===== src/hw/rtl/pfd_pkg.sv =====
// Package for the padded frame deframer: register map, reset values and field widths.
// No dependencies.
`default_nettype none

package pfd_pkg;

  localparam int unsigned LenW    = 16;  // payload length field
  localparam int unsigned PadW    = 8;   // padding length field
  localparam int unsigned CountW  = 8;   // frame counter and frames_to_strip
  localparam int unsigned ByteW   = 8;
  localparam int unsigned ApbAddrW = 3;
  localparam int unsigned ApbDataW = 32;

  localparam logic [CountW-1:0] FramesToStripReset = 8'd8;

  // register indexes (byte address = 4 * index)
  typedef enum logic {
    REG_PADDING_ENABLED = 1'b0,
    REG_FRAMES_TO_STRIP = 1'b1
  } reg_idx_t;

  typedef struct packed {
    logic              byte_valid;
    logic [ByteW-1:0]  out_byte;
    logic              end_ok;
    logic              frame_error;
  } result_t;

endpackage

`default_nettype wire


===== src/hw/rtl/padded_frame_deframer.sv =====
// Top level of the padded frame deframer: header parser, payload forwarding,
// padding drop, passthrough, and the APB register file. Depends on pfd_pkg.
`default_nettype none

// Each result is registered: in the result register, or in the skid while stalled.
// Throughput: one input beat per cycle while the skid register is empty; the
//   per-beat parser update is at most a 16-bit decrement and compare, between the
//   state and result registers. A two-entry output (result plus skid register) lets
//   input beats keep flowing after the consumer stalls, until the skid fills.
// Reset (rst, synchronous, active high): parser returns to header byte zero,
//   counters clear, padding_enabled = 0, frames_to_strip = 8, output empties.
module padded_frame_deframer (
  input  wire logic                          clk,
  input  wire logic                          rst,
  // input beat channel
  input  wire logic                          item_valid,
  output logic                               item_ready,
  input  wire logic                          has_byte,
  input  wire logic [pfd_pkg::ByteW-1:0]     data_byte,
  input  wire logic                          end_of_stream,
  // result channel
  output logic                               result_valid,
  input  wire logic                          result_ready,
  output logic                               byte_valid,
  output logic [pfd_pkg::ByteW-1:0]          out_byte,
  output logic                               end_ok,
  output logic                               frame_error,
  // APB configuration port
  input  wire logic                          psel,
  input  wire logic                          penable,
  input  wire logic                          pwrite,
  input  wire logic [pfd_pkg::ApbAddrW-1:0]  paddr,
  input  wire logic [pfd_pkg::ApbDataW-1:0]  pwdata,
  output logic [pfd_pkg::ApbDataW-1:0]       prdata,
  output logic                               pready
);
  import pfd_pkg::*;

  typedef enum logic [2:0] {
    PH_H0   = 3'd0,   // payload length, high byte
    PH_H1   = 3'd1,   // payload length, low byte
    PH_H2   = 3'd2,   // padding length
    PH_PAY  = 3'd3,   // forward payload
    PH_DISC = 3'd4    // drop padding
  } phase_t;

  // ---------------------------------------------------------------------------
  // Configuration registers
  // ---------------------------------------------------------------------------
  logic              padding_enabled;
  logic [CountW-1:0] frames_to_strip;
  logic              cfg_write;
  reg_idx_t          cfg_sel;

  assign pready    = 1'b1;
  assign cfg_write = psel & penable & pwrite;
  assign cfg_sel   = reg_idx_t'(paddr[2]);

  always_ff @(posedge clk) begin
    if (rst) begin
      padding_enabled <= 1'b0;
      frames_to_strip <= FramesToStripReset;
    end else if (cfg_write) begin
      unique case (cfg_sel)
        REG_PADDING_ENABLED: padding_enabled <= pwdata[0];
        REG_FRAMES_TO_STRIP: frames_to_strip <= pwdata[CountW-1:0];
        default:             ;
      endcase
    end
  end

  always_comb begin
    prdata = '0;
    unique case (cfg_sel)
      REG_PADDING_ENABLED: prdata[0]        = padding_enabled;
      REG_FRAMES_TO_STRIP: prdata[CountW-1:0] = frames_to_strip;
      default:             prdata = '0;
    endcase
  end

  // ---------------------------------------------------------------------------
  // Parser state
  // ---------------------------------------------------------------------------
  phase_t            phase, phase_next;
  logic [LenW-1:0]   payload_left, payload_left_next;
  logic [PadW-1:0]   padding_left, padding_left_next;
  logic [CountW-1:0] frames_done, frames_done_next;
  result_t           res_next;
  logic              produce;
  logic              item_fire;

  logic              stripping;
  logic              stripping_end;
  logic              mid_frame;
  logic [LenW-1:0]   payload_dec;

  assign item_fire   = item_valid & item_ready;
  assign stripping   = padding_enabled & (frames_done < frames_to_strip);
  assign payload_dec = payload_left - LenW'(1);

  always_comb begin
    phase_next        = phase;
    payload_left_next = payload_left;
    padding_left_next = padding_left;
    frames_done_next  = frames_done;
    res_next          = '0;

    // Byte part of the beat
    if (has_byte) begin
      if (!stripping) begin
        res_next.byte_valid = 1'b1;
        res_next.out_byte   = data_byte;
      end else begin
        unique case (phase)
          PH_H1: begin
            payload_left_next = payload_left | LenW'(data_byte);
            phase_next        = PH_H2;
          end
          PH_H2: begin
            padding_left_next = data_byte;
            if (payload_left != '0) begin
              phase_next = PH_PAY;
            end else if (data_byte != '0) begin
              phase_next = PH_DISC;
            end else begin
              // empty frame still counts
              frames_done_next = frames_done + CountW'(1);
              phase_next       = PH_H0;
            end
          end
          PH_PAY: begin
            res_next.byte_valid = 1'b1;
            res_next.out_byte   = data_byte;
            payload_left_next   = payload_dec;
            if (payload_dec == '0) begin
              if (padding_left != '0) begin
                phase_next = PH_DISC;
              end else begin
                frames_done_next = frames_done + CountW'(1);
                phase_next       = PH_H0;
              end
            end
          end
          PH_DISC: begin
            padding_left_next = padding_left - PadW'(1);
            if (padding_left == PadW'(1)) begin
              frames_done_next = frames_done + CountW'(1);
              phase_next       = PH_H0;
            end
          end
          default: begin
            // header byte zero; unused codes land here too
            payload_left_next = {data_byte, {(LenW-ByteW){1'b0}}};
            phase_next        = PH_H1;
          end
        endcase
      end
    end

    // End mark, judged on the state left by the byte
    stripping_end = padding_enabled & (frames_done_next < frames_to_strip);
    mid_frame     = (phase_next != PH_H0) | (payload_left_next != '0) |
                    (padding_left_next != '0);
    if (end_of_stream) begin
      if (stripping_end && mid_frame) begin
        res_next.frame_error = 1'b1;
        phase_next           = PH_H0;
        payload_left_next    = '0;
        padding_left_next    = '0;
      end else begin
        res_next.end_ok = 1'b1;
      end
    end

    produce = res_next.byte_valid | end_of_stream;
  end

  always_ff @(posedge clk) begin
    if (rst) begin
      phase        <= PH_H0;
      payload_left <= '0;
      padding_left <= '0;
      frames_done  <= '0;
    end else if (item_fire) begin
      phase        <= phase_next;
      payload_left <= payload_left_next;
      padding_left <= padding_left_next;
      frames_done  <= frames_done_next;
    end
  end

  // ---------------------------------------------------------------------------
  // Output register with skid stage
  // ---------------------------------------------------------------------------
  result_t out_reg;
  result_t skid_reg;
  logic    skid_valid;
  logic    out_free;
  logic    new_result;

  assign item_ready = ~skid_valid;
  assign out_free   = ~result_valid | result_ready;
  assign new_result = item_fire & produce;

  always_ff @(posedge clk) begin
    if (rst) begin
      result_valid <= 1'b0;
      skid_valid   <= 1'b0;
    end else if (out_free) begin
      if (skid_valid) begin
        // drain skid first, park the new beat behind it
        result_valid <= 1'b1;
        skid_valid   <= new_result;
      end else begin
        result_valid <= new_result;
      end
    end else if (new_result) begin
      // output stalled: hold it, catch the new beat in the skid
      skid_valid <= 1'b1;
    end
  end

  always_ff @(posedge clk) begin
    if (out_free) begin
      if (skid_valid) begin
        out_reg <= skid_reg;
        if (new_result) begin
          skid_reg <= res_next;
        end
      end else if (new_result) begin
        out_reg <= res_next;
      end
    end else if (new_result) begin
      skid_reg <= res_next;
    end
  end

  assign byte_valid  = out_reg.byte_valid;
  assign out_byte    = out_reg.out_byte;
  assign end_ok      = out_reg.end_ok;
  assign frame_error = out_reg.frame_error;

endmodule

`default_nettype wire

===== config.mk =====
export PLATFORM = sky130hd
export DESIGN_NAME = padded_frame_deframer
export DESIGN_NICKNAME = d
export VERILOG_FILES = /design/src/hw/rtl/pfd_pkg.sv /design/src/hw/rtl/padded_frame_deframer.sv
export SDC_FILE = /design/constraint.sdc
export NUM_CORES = 1
export LEC_CHECK = 0
export BUFFER_PORTS_ARGS = -buffer_cell sky130_fd_sc_hd__clkbuf_2
export CAP_MARGIN = 10
export CORE_ASPECT_RATIO = 1.25
export CORE_MARGIN = 2
export CORE_UTILIZATION = 25
export CTS_BUF_LIST = sky130_fd_sc_hd__clkbuf_2 sky130_fd_sc_hd__clkbuf_4 sky130_fd_sc_hd__clkbuf_8
export DETAILED_ROUTE_END_ITERATION = 8
export PLACE_DENSITY = 0.47
export SYNTH_ARGS = -nofsm -noshare
export SYNTH_HDL_FRONTEND = slang
export SYNTH_SLANG_ARGS = --single-unit

===== constraint.sdc =====
create_clock -name clk -period 15.75 [get_ports clk]
set_clock_uncertainty 0.2 [all_clocks]
set_input_delay 3.15 -clock clk [delete_from_list [all_inputs] [get_ports clk]]
set_output_delay 3.15 -clock clk [all_outputs]
set_load 0.005 [all_outputs]

==> results.cfg <==
[timing]
timing.final.max_slew_violations = 0
period_minus_slack_ns = 8.27
final_hold_viol_count = 0
rsz0062_at_grt = no
slew_headroom_pct = 32.4
tightest_slew_ns = 1.01
fmax_mhz = 121
timing.hold.ws_ns = 0.258
fin_setup_tns_ns = 0
setup_viol = 0
fin_crit_sh_pct = 52.5

[synth]
synth.avg_cell_area_um2 = 8.17
synth_flop_cell = dfxtp_1
synth_top_area_cell = dfxtp_1
syn_inst = 603
yosysMostFrequentCell = nand2_1
netlist_top_cells_count = nand2_1, nor2_1, dfxtp_1
synthesis.area_um2 = 4930
yosys_warnings = 0
synthTopCellsByArea = dfxtp_1, edfxtp_1, nand2_1
ys_ff_latch = 68
seq_area_frac_synth_pct = 32.1
synth_cell_types = 78
synth_top_area_share_pct = 18.7
synthArstFlopShare_pct = 0
synth_edf_count = 22

[pwr]
p_comb_share_pct = 10.4
power_density_nw_per_um2 = 72.7
peakVddDrop_mv = 0.0267
p_sw_share_pct = 27.6
internal_power_mw = 0.290
pwr-share-seq_pct = 46.8
leakage_nw = 2.12
switching_power_mw = 0.111
clockPowerShare_pct = 42.8

[setup_path]
worst-setup-path-type = input pin to register
arrival_ns = 8.32
start_kind = input pin
rr_worst_depth = 20
crit_required_ns = 15.79
rrSetupSlack_ns = 9.37
crit_path_end_kind = register
critPathMaxFanout = 9
r2r_end = phase[0]$_SDFFE_PP0P_
r2r_start = phase[2]$_SDFFE_PP0P_

[floorplanning]
std_cell_rows = 57
die-area_um2 = 20800
io_pins = 98
start_util_pct = 25.4
die_x_um = 130
core_um2 = 19400
die_h_um = 161

[clocking]
postCtsSetupBuffers = 0
cts_buffer_depth = 2
ctsResizeCount = 0
htreeDepth = 3
numCtsBuffers = 9
hold_buffers = 0
cts.sinks = 68
cts_tree = built
clkLatencyLatePin_ns = 0.38
root_buffer = clkbuf_8
path_clk_slew_ns = 0.08

[grt]
antenna_found_initial = 0
overflow = 0
first_global_vias = 4433
groute.usage.overall_pct = 14.7
grt_max_degree = 37
grt_pass1_wl_mm = 23.7

[place]
gp_congestion = 0.914
place_area_um2 = 5300
dp.cells = 885
portBuffers = 46
hpwlAfterDp_mm = 10.9

[detailed_routing]
initialDrtViolationCount = 459
routed_wl_mm = 15.0
vias = 4597
dr.pass1.iters = 6
route.detailed.drc = 0
drt-vias-per-instance = 5.10
antenna_left = 0
avgRoutedWirePerCell_um = 16.6

[min_path]
holdPathStages = 2
hold_end = frames_to_strip[5]$_SDFFE_PP0P_
hold_class = register to register
min_from = frames_to_strip[5]$_SDFFE_PP0P_

[cells_and_area]
largest_reg_flops = 16
syn2layout_area_growth_pct = 12.0
stdcell_count = 901
final_cell_area_um2 = 5520
drive_gt1_share_pct = 16.0
antenna_cells = 0
fin_nets = 702
fin_util_pct = 28.4

[run]
drv_cap = 0

[outcome]
status = completed
worst max-delay path by stage:
stage | from | end | slack, ns
after floorplan | data_byte[0] | padding_left[5]$_SDFFE_PP0P_ | 8.14
after detailed placement | data_byte[4] | phase[0]$_SDFFE_PP0P_ | 7.11
after CTS | data_byte[4] | phase[0]$_SDFFE_PP0P_ | 7.50
final | data_byte[3] | phase[0]$_SDFFE_PP0P_ | 7.48
after global routing | data_byte[4] | phase[0]$_SDFFE_PP0P_ | 6.93
after global placement | data_byte[3] | phase[0]$_SDFFE_PP0P_ | 7.19
cell type report:
class / count / area [µm²]
inverters: 20 / 75.1
repair buffers: 54 / 290
clock inverters: 7 / 98.8
clock buffers: 9 / 124
well taps: 265 / 332
multi-input cells: 478 / 3020
fillers: 2172 / 13900
flip-flops and latches: 68 / 1580
power by group through the flow:
stage,Combinational [mW],Sequential (mW),Clock [mW]
final,0.0416,0.188,0.172
after global routing,0.0466,0.188,0.183
after CTS,0.0417,0.188,0.176
after detailed placement,0.0414,0.192,0
after global placement,0.0409,0.192,0
after floorplan,0.0297,0.192,0
critical path: stages:
cell and delay (ns):
clkbuf_2 0.18, nor3_1 0.21, nand4_1 0.15, or3_1 0.43
a221oi_1 0.36, o21ai_1 0.29, nor2_1 0.33, nand3_1 0.14
xnor2_1 0.19, ha_1 0.27, nand2_1 0.06, nor2_1 0.04
a2111oi_0 0.65, o211ai_1 0.20, a31o_2 0.27, o21ai_0 0.16
nand2_1 0.15, a211oi_4 0.44, or2_1 0.48, o21ai_0 0.16
through the flow:
| stage | worst slack [ns] | total power [mW] |
|---|---|---|
| final | 7.48 | 0.401 |
| after global routing | 6.93 | 0.418 |
| after CTS | 7.50 | 0.406 |
| after detailed placement | 7.11 | 0.233 |
| after global placement | 7.19 | 0.233 |
| after floorplan | 8.14 | 0.221 |
cells by family after synthesis:
logic type / Yosys count / synth area share, %
muxes: 17 / 3.81
buffers and inverters: 80 / 8.41
DFF: 68 / 32.1
adders and majority gates: 19 / 4.83
and+or+nand+nor: 228 / 23.7
AOI/OAI and AO/OA: 174 / 24.3
other: 2 / 0.152
xor gates and xnor gates: 15 / 2.67
per-layer routing:
layer / up-vias / track usage [%] / wire length, µm
li1: 2230 / - / -
met1: 2149 / 18.1 / 6220
met2: 182 / 24.4 / 7270
met3: 36 / 2.27 / 902
met4: 0 / 7.72 / 594
met5: - / 0 / 0
placed cells by master (no fill, tap or decap), types with 8 or more instances in the layout:
cell type	instances
a21oi_1	40
a22o_1	13
and2_1	10
buf_4	8
clkbuf_2	46
clkbuf_8	9
conb_1	25
dfxtp_1	46
edfxtp_1	22
ha_1	19
inv_1	19
mux2_2	14
nand2_1	64
nand2b_1	12
nand3_1	11
nand4_1	8
nor2_1	52
nor2b_1	9
nor3_1	17
nor4_1	10
o21ai_0	36
o31ai_1	8
xor2_1	9
Note: power is estimated with default switching activity, not from simulation.
